File: config.mk
export PLATFORM = sky130hd
export DESIGN_NAME = rsmms_div
export DESIGN_NICKNAME = d
export VERILOG_FILES = /design/src/design/rsmms_pkg.sv /design/src/design/rsmms_div.sv
export SDC_FILE = /design/constraint.sdc
export NUM_CORES = 1
export LEC_CHECK = 0
export CAP_MARGIN = 20
export CELL_PAD_IN_SITES_DETAIL_PLACEMENT = 0
export CELL_PAD_IN_SITES_GLOBAL_PLACEMENT = 1
export CORE_MARGIN = 8
export CORE_UTILIZATION = 31
export DETAILED_ROUTE_END_ITERATION = 8
export DONT_BUFFER_PORTS = 1
export MAX_ROUTING_LAYER = met4
export PLACE_DENSITY_LB_ADDON = 0.1
export SETUP_SLACK_MARGIN = 0.15
export SKIP_CTS_REPAIR_TIMING = 1
export SYNTH_ARGS = -nofsm -noshare
export SYNTH_HDL_FRONTEND = slang
export SYNTH_SLANG_ARGS = --single-unit
File: constraint.sdc
create_clock -name clk -period 4.8 [get_ports clk]
set_input_delay 0 -clock clk [delete_from_list [all_inputs] [get_ports clk]]
set_output_delay 0 -clock clk [all_outputs]
set_load 0.01 [all_outputs]
File: src/design/rsmms_pkg.sv
// ----------------------------------------------------------------------------
// rsmms_pkg
// Shared widths, codes and reset values for the running statistics block.
// ----------------------------------------------------------------------------
package rsmms_pkg;
  localparam int SampleWidth = 32;
  localparam int CountWidth  = 32;
  localparam int IdWidth     = 32;
  localparam int MeanWidth   = 48;
  localparam int MsqWidth    = 64;
  localparam int DivWidth    = 64;
  localparam int CfgAddrWidth = 1;

  localparam logic OP_ADD   = 1'b0;
  localparam logic OP_CLEAR = 1'b1;
  localparam logic [CfgAddrWidth-1:0] REG_TOLERANCE = '0;

  localparam logic [31:0] MIN_RESET = 32'h7FFF_FFFF;
  localparam logic [31:0] ID_NONE   = 32'hFFFF_FFFF;

  typedef struct packed {
    logic                start;
    logic [DivWidth-1:0] num;
    logic [CountWidth-1:0] den;
  } div_req_t;
endpackage

File: src/design/rsmms_div.sv
// ----------------------------------------------------------------------------
// rsmms_div
// Bit-serial restoring divider: unsigned 64 by 32 bits, one quotient bit
// per cycle.
// ----------------------------------------------------------------------------
module rsmms_div import rsmms_pkg::*; (
  input  logic                  clk,
  input  logic                  rst_n,
  input  div_req_t              req,
  output logic                  done,
  output logic [DivWidth-1:0]   quot
);
  logic [DivWidth-1:0]   q_r, q_nxt;
  logic [CountWidth:0]   rem_r, rem_nxt;
  logic [CountWidth-1:0] den_r;
  logic [6:0]            cnt_r;
  logic                  busy_r, done_r;
  logic [CountWidth:0]   trial;

  always_comb begin
    trial   = {rem_r[CountWidth-1:0], q_r[DivWidth-1]};
    rem_nxt = trial;
    q_nxt   = {q_r[DivWidth-2:0], 1'b0};
    if (trial >= {1'b0, den_r}) begin
      rem_nxt = trial - {1'b0, den_r};
      q_nxt[0] = 1'b1;
    end
  end

  always_ff @(posedge clk) begin
    if (!rst_n) begin
      busy_r <= 1'b0;
      done_r <= 1'b0;
      cnt_r  <= '0;
    end else begin
      done_r <= 1'b0;
      if (req.start) begin
        busy_r <= 1'b1;
        cnt_r  <= 7'(DivWidth);
        q_r    <= req.num;
        rem_r  <= '0;
        den_r  <= req.den;
      end else if (busy_r) begin
        q_r   <= q_nxt;
        rem_r <= rem_nxt;
        cnt_r <= cnt_r - 7'd1;
        if (cnt_r == 7'd1) begin
          busy_r <= 1'b0;
          done_r <= 1'b1;
        end
      end
    end
  end

  assign done = done_r;
  assign quot = q_r;
endmodule

Yosys cells after proc, flatten, opt, wreduce, memory -nomap -nowiden
Index checks and enable logic that the tools add are counted.
{"block": "totals", "ff_bits": 137, "latch_bits": 0, "mem_bits_rw": 0, "rom_bits": 0, "in_bits": 99, "output_inout_bits": 65, "wordCells": 29, "memories": 0}
{"block": "op_classes", "addsub": 2, "mul": 0, "div_mod_pow": 0, "n_lt_le_gt_ge": 1, "n_eq_ne": 1, "shifts": 0, "mux": 11, "bitwise_logic": 2, "n_reduce_logical": 5}
{"operator": "two-way mux 64 bit", "n": 2}
{"operator": "two-way mux 32 bit", "n": 2}
{"operator": "greater-or-equal comparator 33 x 32 -> 1 bit", "n": 1}
{"operator": "subtractor 32 bit", "n": 1}
{"operator": "two-way mux 7 bit", "n": 2}
{"operator": "== test 7 x 1 -> 1 bit (second input constant)", "n": 1}
{"operator": "subtractor 7 x 1 -> 7 bit (second input constant)", "n": 1}
{"operator": "two-way mux 1 bit", "n": 5}
{"operator": "AND reduction 2 bit", "n": 2}
{"operator": "OR reduction 3 bit", "n": 1}
{"operator": "inverter 1 bit", "n": 2}
{"operator": "nonzero test 2 bit", "n": 1}
{"operator": "OR reduction 2 bit", "n": 1}

Longest topological paths before layout
{"block": "depth", "depth_word": 4, "mapped_depth": 13, "depth_no_buf": 12}

Worst setup path after synthesis
Ideal clock, no wire load.
{"block": "synth_path", "path_type": "reg2reg", "from": "register busy_r", "to": "register busy_r", "setup_time_ns": 0.068, "arrival_ns": 3.028, "t_required_ns": 4.732, "setup_slack_ns": 1.704, "stages_incl_launch_ff": 3, "path_buffers": 0, "period_less_slack_ns": 3.096, "path_cell_list": "dfxtp_1 > o21a_1 > o41a_1"}
{"block": "synth_between", "elab_chain_cells": 2}
{"item": "from (decl)", "line": "rsmms_div.sv:17", "source": "logic busy_r, done_r;"}
{"item": "from (signal assigned)", "line": "rsmms_div.sv:32", "source": "busy_r <= 1'b0;"}
{"item": "from (signal assigned)", "line": "rsmms_div.sv:38", "source": "busy_r <= 1'b1;"}
{"item": "from (signal assigned)", "line": "rsmms_div.sv:48", "source": "busy_r <= 1'b0;"}
{"item": "two-way mux 1 bit", "line": "rsmms_div.sv:43", "source": "end else if (busy_r) begin"}
{"item": "two-way mux 1 bit", "line": "rsmms_div.sv:37", "source": "if (req.start) begin"}
No other way between the ends.
A chain may end at the register's enable or synchronous reset.

Final worst setup path
{"block": "layout_path", "from": "register rem_r[11]", "to": "register q_r[0] (netlist: quot[0]) (data pin)"}
{"block": "layout_between", "elab_chain_cells": 4}
{"item": "from (decl)", "line": "rsmms_div.sv:14", "source": "logic [CountWidth:0] rem_r, rem_nxt;"}
{"item": "from (signal assigned)", "line": "rsmms_div.sv:45", "source": "rem_r <= rem_nxt;"}
{"item": "greater-or-equal comparator 33 x 32 -> 1 bit", "line": "rsmms_div.sv:24", "source": "if (trial >= {1'b0, den_r}) begin"}
{"item": "two-way mux 1 bit", "line": "rsmms_div.sv:24"}
{"item": "two-way mux 64 bit", "line": "rsmms_div.sv:43"}
{"item": "two-way mux 64 bit", "line": "rsmms_div.sv:37"}
{"item": "to (signal assigned)", "line": "rsmms_div.sv:40", "source": "q_r <= req.num;"}
{"item": "to (signal assigned)", "line": "rsmms_div.sv:44", "source": "q_r <= q_nxt;"}
{"item": "to (decl)", "line": "rsmms_div.sv:13", "source": "logic [DivWidth-1:0] q_r, q_nxt;"}
No other way between the ends. The select of a mux whose other input is x is not followed.

==> qor.yml <==
outcome:
  status: "finished, final reports clean"
power_and_ir_drop:
  p_seq_frac: 0.422
  switching_power_w: 0.001077
  swShare: 0.3013
  p_int_w: 0.002498
  p_clk_frac: 0.372
  ir_drop_uv: 192.9
  power_frac_comb: 0.206
  power_density_mw_per_mm2: 379.2
  power.leakage_nw: 3.466
routing:
  via_per_inst: 5.009
  drt-total-wl_um: 20970
  wl_per_cell_um: 19.89
  drt_iter0_markers: 211
  ant_nets: 0
  firstDrtPassIters: 4
  route.vias.total: 5279
  drc_errors: 0
cells_and_area:
  fillers: 2385
  instances_no_fill: 1054
  area_growth_pct: 25.02
  final_util: 0.3911
  drive_gt1_frac: 0.1756
  final_nets: 850
synthesis:
  synth_enable_flop_cells: 128
  synth_top_cell_by_area: "edfxtp_1"
  synth-async-reset-ratio: 0
  synthCells: 623
  yosys-top-cells-area: "edfxtp_1, mux2_2, ha_1"
  yosysMostFrequentCell: "edfxtp_1"
  avgSynthCellArea_um2: 12.10
  netlist_area_mm2: 0.007540
  synth_cell_type_count: 61
  ys.flop_type: "edfxtp_1"
  synth_top_area_share: 0.5098
  synth_sequential_area_ratio: 0.5337
  synth-warning-count: 0
  synthTopCellsByCount: "edfxtp_1, mux2_2, a21oi_1"
  synth-seq-cells: 137
  syn-num-nets: 757
floorplanning:
  core_mm2: 0.02411
  dieArea_mm2: 0.02957
  die_h_um: 172.0
  die_w_um: 172.0
  boundaryPins: 164
  start_util: 0.3128
  rows: 57
clocking:
  clock_latency_ps: 420
  cts_buffers: 17
  path_clk_slew_ps: 70
  cts_buffer_depth: 2
  cts_tree: "built"
  clock-root-buffer: "clkbuf_16"
  cts.htree.levels: 4
  clkSinkCount: 137
worst_setup_path:
  r2r-start: "rem_r[11]$_SDFFCE_PP0P_"
  path_class: "flip-flop to flip-flop"
  worstPathRequired_ps: 4970
  cp_max_fo: 26
  r2r_slack_ps: 1140
  critPathArrivalTime_ps: 3830
  end_kind: "flip-flop"
  r2r_cells: 9
  worst_setup_path_start_kind: "flip-flop"
  timing.rr.end: "quot[0]$_DFFE_PP_"
placed_design:
  place_congestion: 0.8091
  dpl.cell_count: 923
  hpwlAfterDp_um: 14130
  port_buffers: 0
grt:
  grt_max_degree: 96
  overflow: 0
  grt_usage: 0.1439
  grt_pass1_wl_um: 31280
  grt_pass1_vias: 5421
  antenna_found_initial: 1
timing:
  hold_violations: 0
  maxSlewViolCount: 0
  fin_crit_ps: 3657
  worst_pin_slew_ps: 875.3
  fmax_ghz: 0.2734
  timing.clock.skew_ps: 14.70
  setup_tns_ps: 0
  grt_setup_unrepaired: "no"
  period_share: 0.7619
  relSlewSlack: 0.4143
  setup_viol: 0
hold_path:
  whs_endpoint: "rem_r[27]$_SDFFCE_PP0P_"
  holdPathStages: 2
  min_path_type: "primary input to flip-flop"
  min_from: "req[96]"
job:
  maxCapViolCount: 0
## area by class of cell
type,instances,area (um^2),share of cell area
diodes,1,2.502,0.0002655
repair buffers,103,1056,0.1120
flip-flops and latches,137,4024,0.4269
inverters,42,157.7,0.01672
multi-input cells,415,3202,0.3397
well taps,324,405.4,0.04301
clock inverters,15,153.9,0.01633
clock buffers,17,425.4,0.04513
## routing by layer
metal	GRT usage	routed length, um	part of all wire
met4	0.04535	242	0.012
met2	0.2177	9731	0.46
met5	-	0	0
met3	0.06370	1686	0.080
met1	0.1701	9305	0.44
## sequential cells by signal, indices dropped and copies added (netlist names)
register / flops
busy_r: 1
rem_r: 32
done: 1
den_r: 32
quot: 64
cnt_r: 7
## critical path, stage by stage, from the launching register on
cell and delay, ps:
edfxtp_1 420, ha_1 440, a21oi_2 200, o21ai_1 110, a221oi_2 330, or2b_2 220
nand3_4 100, o21ai_4 710, nand2_2 470, mux2_2 410
## kinds of logic after synthesis
kind of cell,share of synthesized area
AO/OA/AOI/OAI,0.1429
flip-flops,0.5337
AND/OR/NAND/NOR,0.09227
buffers and inverters,0.04281
multiplexers,0.09559
adder cells (fa/ha/maj),0.05908
XOR/XNOR,0.03369
## power by group through the flow
stage                     clock network [W]  registers [W]  logic (W)
after floorplan                           0        0.00151   0.000532
after global placement                    0        0.00154   0.000650
after detailed placement                  0        0.00153   0.000658
after CTS                           0.00137        0.00151   0.000660
after global routing                0.00141        0.00152   0.000817
final                               0.00133        0.00151   0.000737
## layout by cell type, fill, tap and decap left out, types with 3 or more instances in the layout
| cell type | netlist | layout |
|---|---|---|
| inv_1 | 42 | 42 |
| nand3_1 | 26 | 26 |
| a311oi_1 | 3 | 3 |
| xnor2_1 | 17 | 17 |
| buf_4 | 2 | 4 |
| mux2_2 | 64 | 64 |
| or3_1 | 5 | 5 |
| nor3_1 | 11 | 11 |
| o2bb2ai_1 | 4 | 4 |
| clkinv_4 | 0 | 4 |
| o21a_1 | 7 | 6 |
| o21ai_1 | 6 | 6 |
| and2_1 | 4 | 3 |
| dlygate4sd3_1 | 0 | 97 |
| a211oi_2 | 5 | 5 |
| a21oi_2 | 4 | 4 |
| xor2_1 | 12 | 12 |
| nand4_1 | 5 | 5 |
| a211oi_1 | 5 | 5 |
| clkbuf_16 | 0 | 17 |
| nand2_1 | 33 | 33 |
| and3_1 | 7 | 7 |
| a211o_1 | 4 | 4 |
| a31oi_1 | 10 | 10 |
| ha_1 | 34 | 34 |
| nor3_2 | 3 | 3 |
| a21oi_1 | 45 | 45 |
| edfxtp_1 | 128 | 128 |
| o211ai_1 | 8 | 8 |
| o21ai_0 | 23 | 23 |
| dfxtp_1 | 9 | 9 |
| inv_8 | 0 | 3 |
| a21o_1 | 13 | 13 |
| and4_1 | 3 | 3 |
| nor2_1 | 19 | 19 |
| inv_6 | 0 | 5 |
## worst max path at each step
| stage | startpoint | cells past startpoint | end |
|---|---|---|---|
| after floorplan | busy_r$_SDFF_PN0_ | 2 | busy_r$_SDFF_PN0_ |
| after global placement | quot[63]$_DFFE_PP_ | 10 | quot[0]$_DFFE_PP_ |
| after detailed placement | rem_r[11]$_SDFFCE_PP0P_ | 9 | quot[0]$_DFFE_PP_ |
| after CTS | rem_r[11]$_SDFFCE_PP0P_ | 9 | quot[0]$_DFFE_PP_ |
| after global routing | rem_r[11]$_SDFFCE_PP0P_ | 9 | quot[0]$_DFFE_PP_ |
| final | rem_r[11]$_SDFFCE_PP0P_ | 9 | quot[0]$_DFFE_PP_ |
## per-stage QoR
stage	hold WS, ps	setup WS, ps	area [um^2]	total power [W]
floorplan	98.87	1704	7540	0.002043
global placement	98.96	1147	7819	0.002185
detailed placement	98.95	1080	7846	0.002191
CTS	-358.0	1092	8426	0.003541
global route	119.0	829.3	9427	0.003754
finish	119.9	1143	9427	0.003575
Power figures use the tool's default switching activity.
