File: config.mk
export PLATFORM = sky130hd
export DESIGN_NAME = rsmms_sqrt
export DESIGN_NICKNAME = d
export VERILOG_FILES = /design/src/design/rsmms_pkg.sv /design/src/design/rsmms_sqrt.sv
export SDC_FILE = /design/constraint.sdc
export NUM_CORES = 1
export LEC_CHECK = 0
export BUFFER_PORTS_ARGS = -buffer_cell sky130_fd_sc_hd__clkbuf_2
export CAP_MARGIN = 0
export CORE_MARGIN = 2
export CORE_UTILIZATION = 58
export DETAILED_ROUTE_END_ITERATION = 8
export PLACE_DENSITY = 0.9
export REMOVE_ABC_BUFFERS = 1
export SYNTH_ARGS = -nofsm -noshare
export SYNTH_HDL_FRONTEND = slang
export SYNTH_SLANG_ARGS = --single-unit
File: constraint.sdc
create_clock -name clk -period 7.7 [get_ports clk]
set_input_delay 2.31 -clock clk [delete_from_list [all_inputs] [get_ports clk]]
set_output_delay 2.31 -clock clk [all_outputs]
set_load 0.02 [all_outputs]
File: src/design/rsmms_pkg.sv
// ----------------------------------------------------------------------------
// rsmms_pkg
// Shared widths, codes and reset values for the running statistics block.
// ----------------------------------------------------------------------------
package rsmms_pkg;
  localparam int SampleWidth = 32;
  localparam int CountWidth  = 32;
  localparam int IdWidth     = 32;
  localparam int MeanWidth   = 48;
  localparam int MsqWidth    = 64;
  localparam int DivWidth    = 64;
  localparam int CfgAddrWidth = 1;

  localparam logic OP_ADD   = 1'b0;
  localparam logic OP_CLEAR = 1'b1;
  localparam logic [CfgAddrWidth-1:0] REG_TOLERANCE = '0;

  localparam logic [31:0] MIN_RESET = 32'h7FFF_FFFF;
  localparam logic [31:0] ID_NONE   = 32'hFFFF_FFFF;

  typedef struct packed {
    logic                start;
    logic [DivWidth-1:0] num;
    logic [CountWidth-1:0] den;
  } div_req_t;
endpackage

File: src/design/rsmms_sqrt.sv
// ----------------------------------------------------------------------------
// rsmms_sqrt
// Digit-serial integer square root of a 64-bit value, two bits per cycle.
// ----------------------------------------------------------------------------
module rsmms_sqrt import rsmms_pkg::*; (
  input  logic                clk,
  input  logic                rst_n,
  input  logic                start,
  input  logic [MsqWidth-1:0] val,
  output logic                done,
  output logic [31:0]         root
);
  logic [MsqWidth-1:0] v_r;
  logic [33:0]         rem_r, rem_nxt, trial;
  logic [31:0]         q_r, q_nxt;
  logic [5:0]          cnt_r;
  logic                busy_r, done_r;

  always_comb begin
    rem_nxt = {rem_r[31:0], v_r[MsqWidth-1 -: 2]};
    trial   = {q_r, 2'b01};
    q_nxt   = {q_r[30:0], 1'b0};
    if (rem_nxt >= trial) begin
      rem_nxt  = rem_nxt - trial;
      q_nxt[0] = 1'b1;
    end
  end

  always_ff @(posedge clk) begin
    if (!rst_n) begin
      busy_r <= 1'b0;
      done_r <= 1'b0;
      cnt_r  <= '0;
    end else begin
      done_r <= 1'b0;
      if (start) begin
        busy_r <= 1'b1;
        cnt_r  <= 6'd32;
        v_r    <= val;
        rem_r  <= '0;
        q_r    <= '0;
      end else if (busy_r) begin
        v_r   <= {v_r[MsqWidth-3:0], 2'b00};
        rem_r <= rem_nxt;
        q_r   <= q_nxt;
        cnt_r <= cnt_r - 6'd1;
        if (cnt_r == 6'd1) begin
          busy_r <= 1'b0;
          done_r <= 1'b1;
        end
      end
    end
  end

  assign done = done_r;
  assign root = q_r;
endmodule

**After elaboration in Yosys (flattened, before gate mapping)**

Index checks and enable logic that the tools add are counted.

- Bits of input ports: 67
- Register bits after elaboration: 136
- Output and inout bits: 33
- Logic and storage cells: 29

- $lt $le $gt $ge: 1
- $add $sub $neg: 2
- Equal/unequal tests: 1
- Bitwise operators: 2
- Reduce and logical (&&, ||, !) cells: 4
- Muxes and demuxes: 12

Operator list:

| cell | count |
|---|---|
| 64-bit 2-to-1 mux | 2 |
| 32-bit 2-to-1 mux | 3 |
| 34-bit greater-or-equal comparator | 1 |
| 32-bit subtractor | 1 |
| 6-bit 2-to-1 mux | 2 |
| 6-bit by 1-bit == test with 1-bit output, second input constant | 1 |
| 6-bit by 1-bit subtractor with 6-bit output, second input constant | 1 |
| 1-bit 2-to-1 mux | 5 |
| 3-bit OR reduction | 1 |
| 1-bit NOT | 2 |
| 2-bit AND reduction | 1 |
| 2-bit nonzero test | 1 |
| 2-bit OR reduction | 1 |

**Logic depth before layout (Yosys ltp)**

Gate-level depths: netlist (run 1).

- Depth after elaboration: 4
- Depth in mapped cells: 13
- Mapped depth without buffers: 11

**Worst setup path after synthesis (run 1)**

No wires, ideal clock.

- Kind: input to register
- Start: in start
- End: reg rem_r[0], enable pin
- Data required time: 7.201 ns
- Buffers on the path: 2
- Slack: 1.502 ns
- Cell stages on the path: 3
- Arrival time: 5.700 ns
- Setup time: 0.499 ns
- Cell sequence: clkbuf_1 -> buf_1 -> o21a_1

- Word-level cells in the longest chain between the ends: 2

Ends and longest elaborated chain:

| item | line | RTL |
|---|---|---|
| start: declaration | rsmms_sqrt.sv:8 | `input logic start,` |
| 2-bit nonzero test (no line) | -- |  |
| 2-bit AND reduction (no line) | -- |  |
| end signal: assignment | rsmms_sqrt.sv:44 | `rem_r <= rem_nxt;` |
| end: declaration | rsmms_sqrt.sv:14 | `logic [33:0] rem_r, rem_nxt, trial;` |

No other way between the ends.
A chain may end at the register's enable or synchronous reset.

**Worst setup path after layout (run 1)**

- Start: in start
- End: reg q_r[19], in the netlist root[19], enable pin

- Word-level cells in the longest chain between the ends: 2

Ends and longest elaborated chain:

| item | line | RTL |
|---|---|---|
| 2-bit nonzero test (no line) | -- |  |
| 2-bit AND reduction (no line) | -- |  |
| end signal: assignment | rsmms_sqrt.sv:45 | `q_r <= q_nxt;` |
| end: declaration | rsmms_sqrt.sv:15 | `logic [31:0] q_r, q_nxt;` |

No other way between the ends.

==> results of run 1 <==
## cell usage after synthesis (all sizes together), types with 6 or more instances
master	n	area (µm²)
o21ai	18	93.84
xor2	13	113.9
ha	36	450.4
nand3	9	45.04
dfxtp	8	160.2
nor3	7	35.03
xnor2	17	148.9
mux2	62	698.2
clkbuf	15	56.30
edfxtp	128	3844
a21oi	47	239.0
nand2	40	152.6
nor2	88	330.3
buf	41	280.3
mux2i	6	60.06
inv	48	180.2
o21a	7	52.55
a21o	14	105.1
## how the worst min path moves through the flow
stage | start | endpoint | slack, ns | cells past startpoint
6_report | cnt_r[0] | cnt_r[0] | 0.49 | 2
5_1_grt | cnt_r[0] | cnt_r[0] | 0.51 | 2
4_1_cts | cnt_r[0] | cnt_r[0] | 0.49 | 2
3_5_place_dp | cnt_r[0] | cnt_r[0] | 0.48 | 2
3_3_place_gp | cnt_r[0] | cnt_r[0] | 0.46 | 2
2_1_floorplan | cnt_r[0] | cnt_r[0] | 0.45 | 2
## flip-flops by register name, indices dropped and copies added, names as in the netlist
register	count
done	1
rem_r	32
busy_r	1
root	32
cnt_r	6
v_r	64
## final cells by class
type | instances | area, µm²
inverters | 48 | 180.2
fillers | 906 | 4081
clock inverters | 15 | 200.2
well taps | 172 | 215.2
repair buffers | 102 | 520.5
clock buffers | 17 | 425.4
flip-flops and latches | 136 | 4004
multi-input cells | 425 | 2993
## metrics by stage
step	worst slack (ns)	area (µm²)
floorplan	2.001	7169
global placement	2.864	7913
detailed placement	2.755	7913
CTS	3.226	8538
global route	3.047	8538
finish	3.235	8538
## power groups by stage
stage | combinational, mW | sequential [mW] | clock (mW)
after global routing | 0.447 | 0.908 | 0.895
final | 0.405 | 0.903 | 0.853
after CTS | 0.402 | 0.903 | 0.865
after floorplan | 0.279 | 0.927 | 0
after global placement | 0.377 | 0.914 | 0
after detailed placement | 0.396 | 0.918 | 0
## cells by family (layout without fill, tap and decap cells)
group | after synthesis | after routing | synth area share
AND/OR/NAND/NOR | 169 | 169 | 0.09685
flip-flops | 136 | 136 | 0.5334
AO/OA/AOI/OAI | 122 | 122 | 0.1049
buffers and inverters | 104 | 182 | 0.06884
multiplexers | 68 | 68 | 0.1010
adder cells (fa/ha/maj) | 36 | 36 | 0.06001
XOR/XNOR | 30 | 30 | 0.03501
## per-layer routing
layer,wire length (µm),share of wire
met2,7303,0.50
met5,0,0
met1,6021,0.41
met3,1003,0.069
met4,282,0.019
## worst max-delay path, delay by kind of cell
kind | cells | cell delay, ns
buffers and inverters | 2 | 1.39
AO/OA/AOI/OAI | 1 | 0.72
==> out/qor.yml, run 1 <==
run_status: "completed"
synth_seq_cells: 136
hold_viol: 0
post-route-period-util: 0.5799
cellLeakagePower_nw: 3.519
vias: 5167
min_path_type: "reg -> reg"
die_h_um: 117.8
antenna_found_initial: 0
dp_cells: 883
yosys_warnings: 0
drive_above_1_share: 0.2719
p_sw_mw: 0.5753
cp_slowest_stage_delay_ns: 0.81
cts_tree: "built"
grt_usage: 0.2207
relSlewSlack: 0.4289
initial_core_util: 0.5948
postRouteAntennaNets: 0
routed_wl_um: 14610
ys_async_sr_fraction: 0
grt_pass1_wl_um: 24410
fin_cells: 915
worst_pin_slew_ns: 0.8567
grt_max_degree: 72
hold-worst-slack_ns: 0.4896
drc: 0
cts.sinks: 136
synth_edf_count: 128
fin_crit_ns: 4.465
wl_per_cell_um: 15.97
layout.nets: 833
ys_types: 52
skew_ns: 0.008689
grt_use_met3: 0.07171
synth_ff_type: "edfxtp_1"
end_kind: "register"
r2r_slack_ns: 3.87
gp_congestion: 0.9191
reg2reg_to: "rem_r[31]"
clockRootBuffer: "clkbuf_16"
comb_power_share: 0.187
fmax_mhz: 224.0
use_met2: 0.3670
drv_cap: 0
syn_inst: 665
clkTransAtPathRegs_ns: 0.06
critical-path-slowest-cell: "buf_4"
fin_util: 0.6766
die_x_um: 117.8
coreArea_um2: 12620
cts_buffers: 17
maxSlewViolCount: 0
r2r_cells: 10
total_power_mw: 2.161
cpMostUsedCell: "buf_4"
crit_path_start: "start"
layout_common_cells: "edfxtp_1, clkbuf_2, nor2_1"
swShare: 0.2662
ys_seq_area_frac: 0.5334
rows: 41
internal_power_mw: 1.586
post_cts_resized: 0
pwr-share-seq: 0.418
busiest_layer: "met2"
grt_pass1_vias: 5156
crit_path_end: "root[19]"
crit_type: "in -> reg"
area_growth_pct: 13.75
dp_hpwl_um: 10180
antenna_cells: 0
syn_avg_cell_area_um2: 11.29
syn_area_um2: 7506
clock_latency_ns: 0.42
hold_buffers: 0
cts_setup_buffers: 0
port_buffers: 99
irDropWorstVdd_v: 0.0002056
cp.required_ns: 7.75
drt-pass1-iter-count: 5
timing.rr.start: "root[11]"
crit_chain: "buf_4 > o21a_4 > buf_4"
start_kind: "primary input"
drt_iter0_drc: 399
die_area_um2: 13870
setup_tns_ns: 0
use_met1: 0.2640
clockPowerShare: 0.395
ios: 100
overflow: 0
power.density_nw_per_um2: 253.1
cp_max_fo: 71
final_common_cell: "edfxtp_1"
clk_path_buf_depth: 2
viasPerCell: 5.647
setup_viol: 0
cts.htree.levels: 4
worstPathArrival_ns: 4.51
rsz0062_at_grt: "false"
No activity file was read; power rests on OpenSTA's default activity.
==> run 2, diff against run 1 <==
- CORE_UTILIZATION: 58 -> 53
- PLACE_DENSITY: 0.9 -> 0.87
- clock period: 7.7 -> 4.1 ns (I/O delays scaled with it)
==> out/qor.yml, run 2 (synthesis results as in run 1) <==
largest_reg_flops: 64  # unchanged
fin_crit_ns: 3.299
vias: 5094  # -1.4%
min_path_type: "reg -> reg"
final_common_cell: "edfxtp_1"
clock_latency_ns: 0.42  # about the same
wl_per_cell_um: 15.74  # -1.4%
drt-pass1-iter-count: 5  # unchanged
layout.nets: 836  # +0.36%
fin_util: 0.6134  # -0.06319
drc: 0  # unchanged
cts_setup_buffers: 0  # unchanged
grt_use_met3: 0.07472  # +0.003018
cts_tree: "built"
die_area_um2: 15130  # +9.1%
power.density_nw_per_um2: 453.7  # +79%
crit_type: "reg -> reg"
clk_path_buf_depth: 2  # unchanged
cts_buffers: 17  # unchanged
die_x_um: 123.0  # +4.5%
fin_cells: 926  # +1.2%
hold_path_end: "cnt_r[0]"
crit_chain: "inv_1 > ha_1 > a21oi_1 > o211ai_1 > a21o_1 > a221oi_1 > a21oi_2 > o21ai_2 > buf_4 > inv_1 > and4_1 > a311o_1"
irDropWorstVdd_v: 0.0003901  # +90%
cpMostUsedCell: "inv_1"
rsz0062_at_grt: "false"
holdPathStages: 2  # unchanged
end_kind: "register"
post_cts_resized: 0  # unchanged
post-route-period-util: 0.8047
drt_iter0_drc: 377  # -5.5%
crit_family: "compound AO/OA/AOI/OAI gates"
ios: 100  # unchanged
r2r_cells: 12  # +2
coreArea_um2: 13880  # +10%
drive_above_1_share: 0.2721  # about the same
start_kind: "register"
run_status: "completed"
setup_viol: 0  # unchanged
grt_pass1_wl_um: 24200  # -0.88%
cp_slowest_stage_delay_ns: 0.40  # -0.41 ns
initial_core_util: 0.5407  # -0.05404
postRouteAntennaNets: 0  # unchanged
timing.rr.start: "root[17]"
use_met1: 0.2600  # -0.003956
dp_hpwl_um: 10020  # -1.5%
hold_viol: 0  # unchanged
drv_cap: 0  # unchanged
viasPerCell: 5.501  # -2.6%
grt_pass1_vias: 5077  # -1.5%
gp_congestion: 0.9041  # -1.6%
layout_common_cells: "edfxtp_1, clkbuf_2, nor2_1"
die_h_um: 123.0  # +4.5%
antenna_cells: 0  # unchanged
grt_max_degree: 59  # -18%
crit_path_start: "root[17]"
cp.depth: 12  # +9
worstPathArrival_ns: 3.47  # -1.04 ns
hold_start: "cnt_r[0]"
cp.required_ns: 4.27  # -3.48 ns
top_register: "v_r"
dp_cells: 894  # +1.2%
critical-path-slowest-cell: "a221oi_1"
overflow: 0  # unchanged
use_met2: 0.3356  # -0.03137
clkTransAtPathRegs_ns: 0.06  # about the same
area_growth_pct: 13.44
grt_usage: 0.2053  # -0.01537
worst_pin_slew_ns: 0.6235  # -0.2332 ns
hold_buffers: 0  # unchanged
busiest_layer: "met2"
clockRootBuffer: "clkbuf_16"
port_buffers: 99  # unchanged
cts.htree.levels: 4  # unchanged
critPathBufInv: 3  # +1
maxSlewViolCount: 0  # unchanged
cp_max_fo: 16  # -77%
reg2reg_to: "rem_r[31]"
antenna_found_initial: 0  # unchanged
routed_wl_um: 14580  # -0.23%
r2r_slack_ns: 0.80  # -3.07 ns
cellLeakagePower_nw: 3.493  # -0.74%
cts.sinks: 136  # unchanged
skew_ns: 0.009010  # +0.0003209 ns
rows: 43  # +4.9%
relSlewSlack: 0.5844  # +0.1555
fmax_mhz: 303.1
-- run 2: changes by cell type in the layout (fill, tap and decap cells not counted), moves of 2 or more --
cell        delta
buf_12         +2
clkinv_2       -3
clkinvlp_4     +2
bufinv_16      -4
inv_8          +2
inv_6          +2
-- run 2: final cells by class --
cell class / count / area, µm²
clock buffers: 18 / 429.2
repair buffers: 105 / 568.0
multi-input cells: 425 / 2993
fillers: 1134 / 5366
inverters: 48 / 180.2
flip-flops and latches: 136 / 4004
clock inverters: 14 / 115.1
well taps: 180 / 225.2
-- run 2: worst min-delay path: cells and delay by family, from the launching register on --
kind,cells,cell delay [ns]
simple gates,1,0.06
flops,1,0.33
compound gates,1,0.05
-- run 2: layer usage --
| metal | vias to the layer above | wire length [µm] | part of all wire |
|---|---|---|---|
| met3 | 13 | 1037 | 0.071 |
| li1 | 2497 | - | - |
| met4 | 0 | 151 | 0.010 |
| met2 | 157 | 6959 | 0.48 |
| met5 | - | 0 | 0 |
| met1 | 2427 | 6430 | 0.44 |
-- run 2: worst max-delay path by stage --
stage                            to
after global routing      rem_r[31]
after floorplan            rem_r[0]
after detailed placement  rem_r[31]
after CTS                 rem_r[31]
after global placement    rem_r[31]
final                     rem_r[31]
-- run 2: metrics by stage --
step	hold WS (ns)	power [mW]	worst slack, ns	area (µm²)	setup TNS [ns]
3_5_place_dp	0.4754	2.470	0.8334	7970	0
4_1_cts	0.4842	3.882	0.8165	8514	0
2_1_floorplan	0.4536	2.264	-0.5190	7169	-66.87
5_1_grt	0.5023	4.037	0.5439	8514	0
3_3_place_gp	0.4678	2.447	0.9482	7970	0
6_report	0.4852	3.863	0.8008	8514	0
-- run 2: where the power goes --
| group | total (mW) | switching, mW | internal (mW) |
|---|---|---|---|
| clock network | 1.41 | 0.618 | 0.788 |
| logic | 0.765 | 0.450 | 0.315 |
| registers | 1.69 | 0.0429 | 1.65 |
| total | 3.86 | 1.11 | 2.75 |
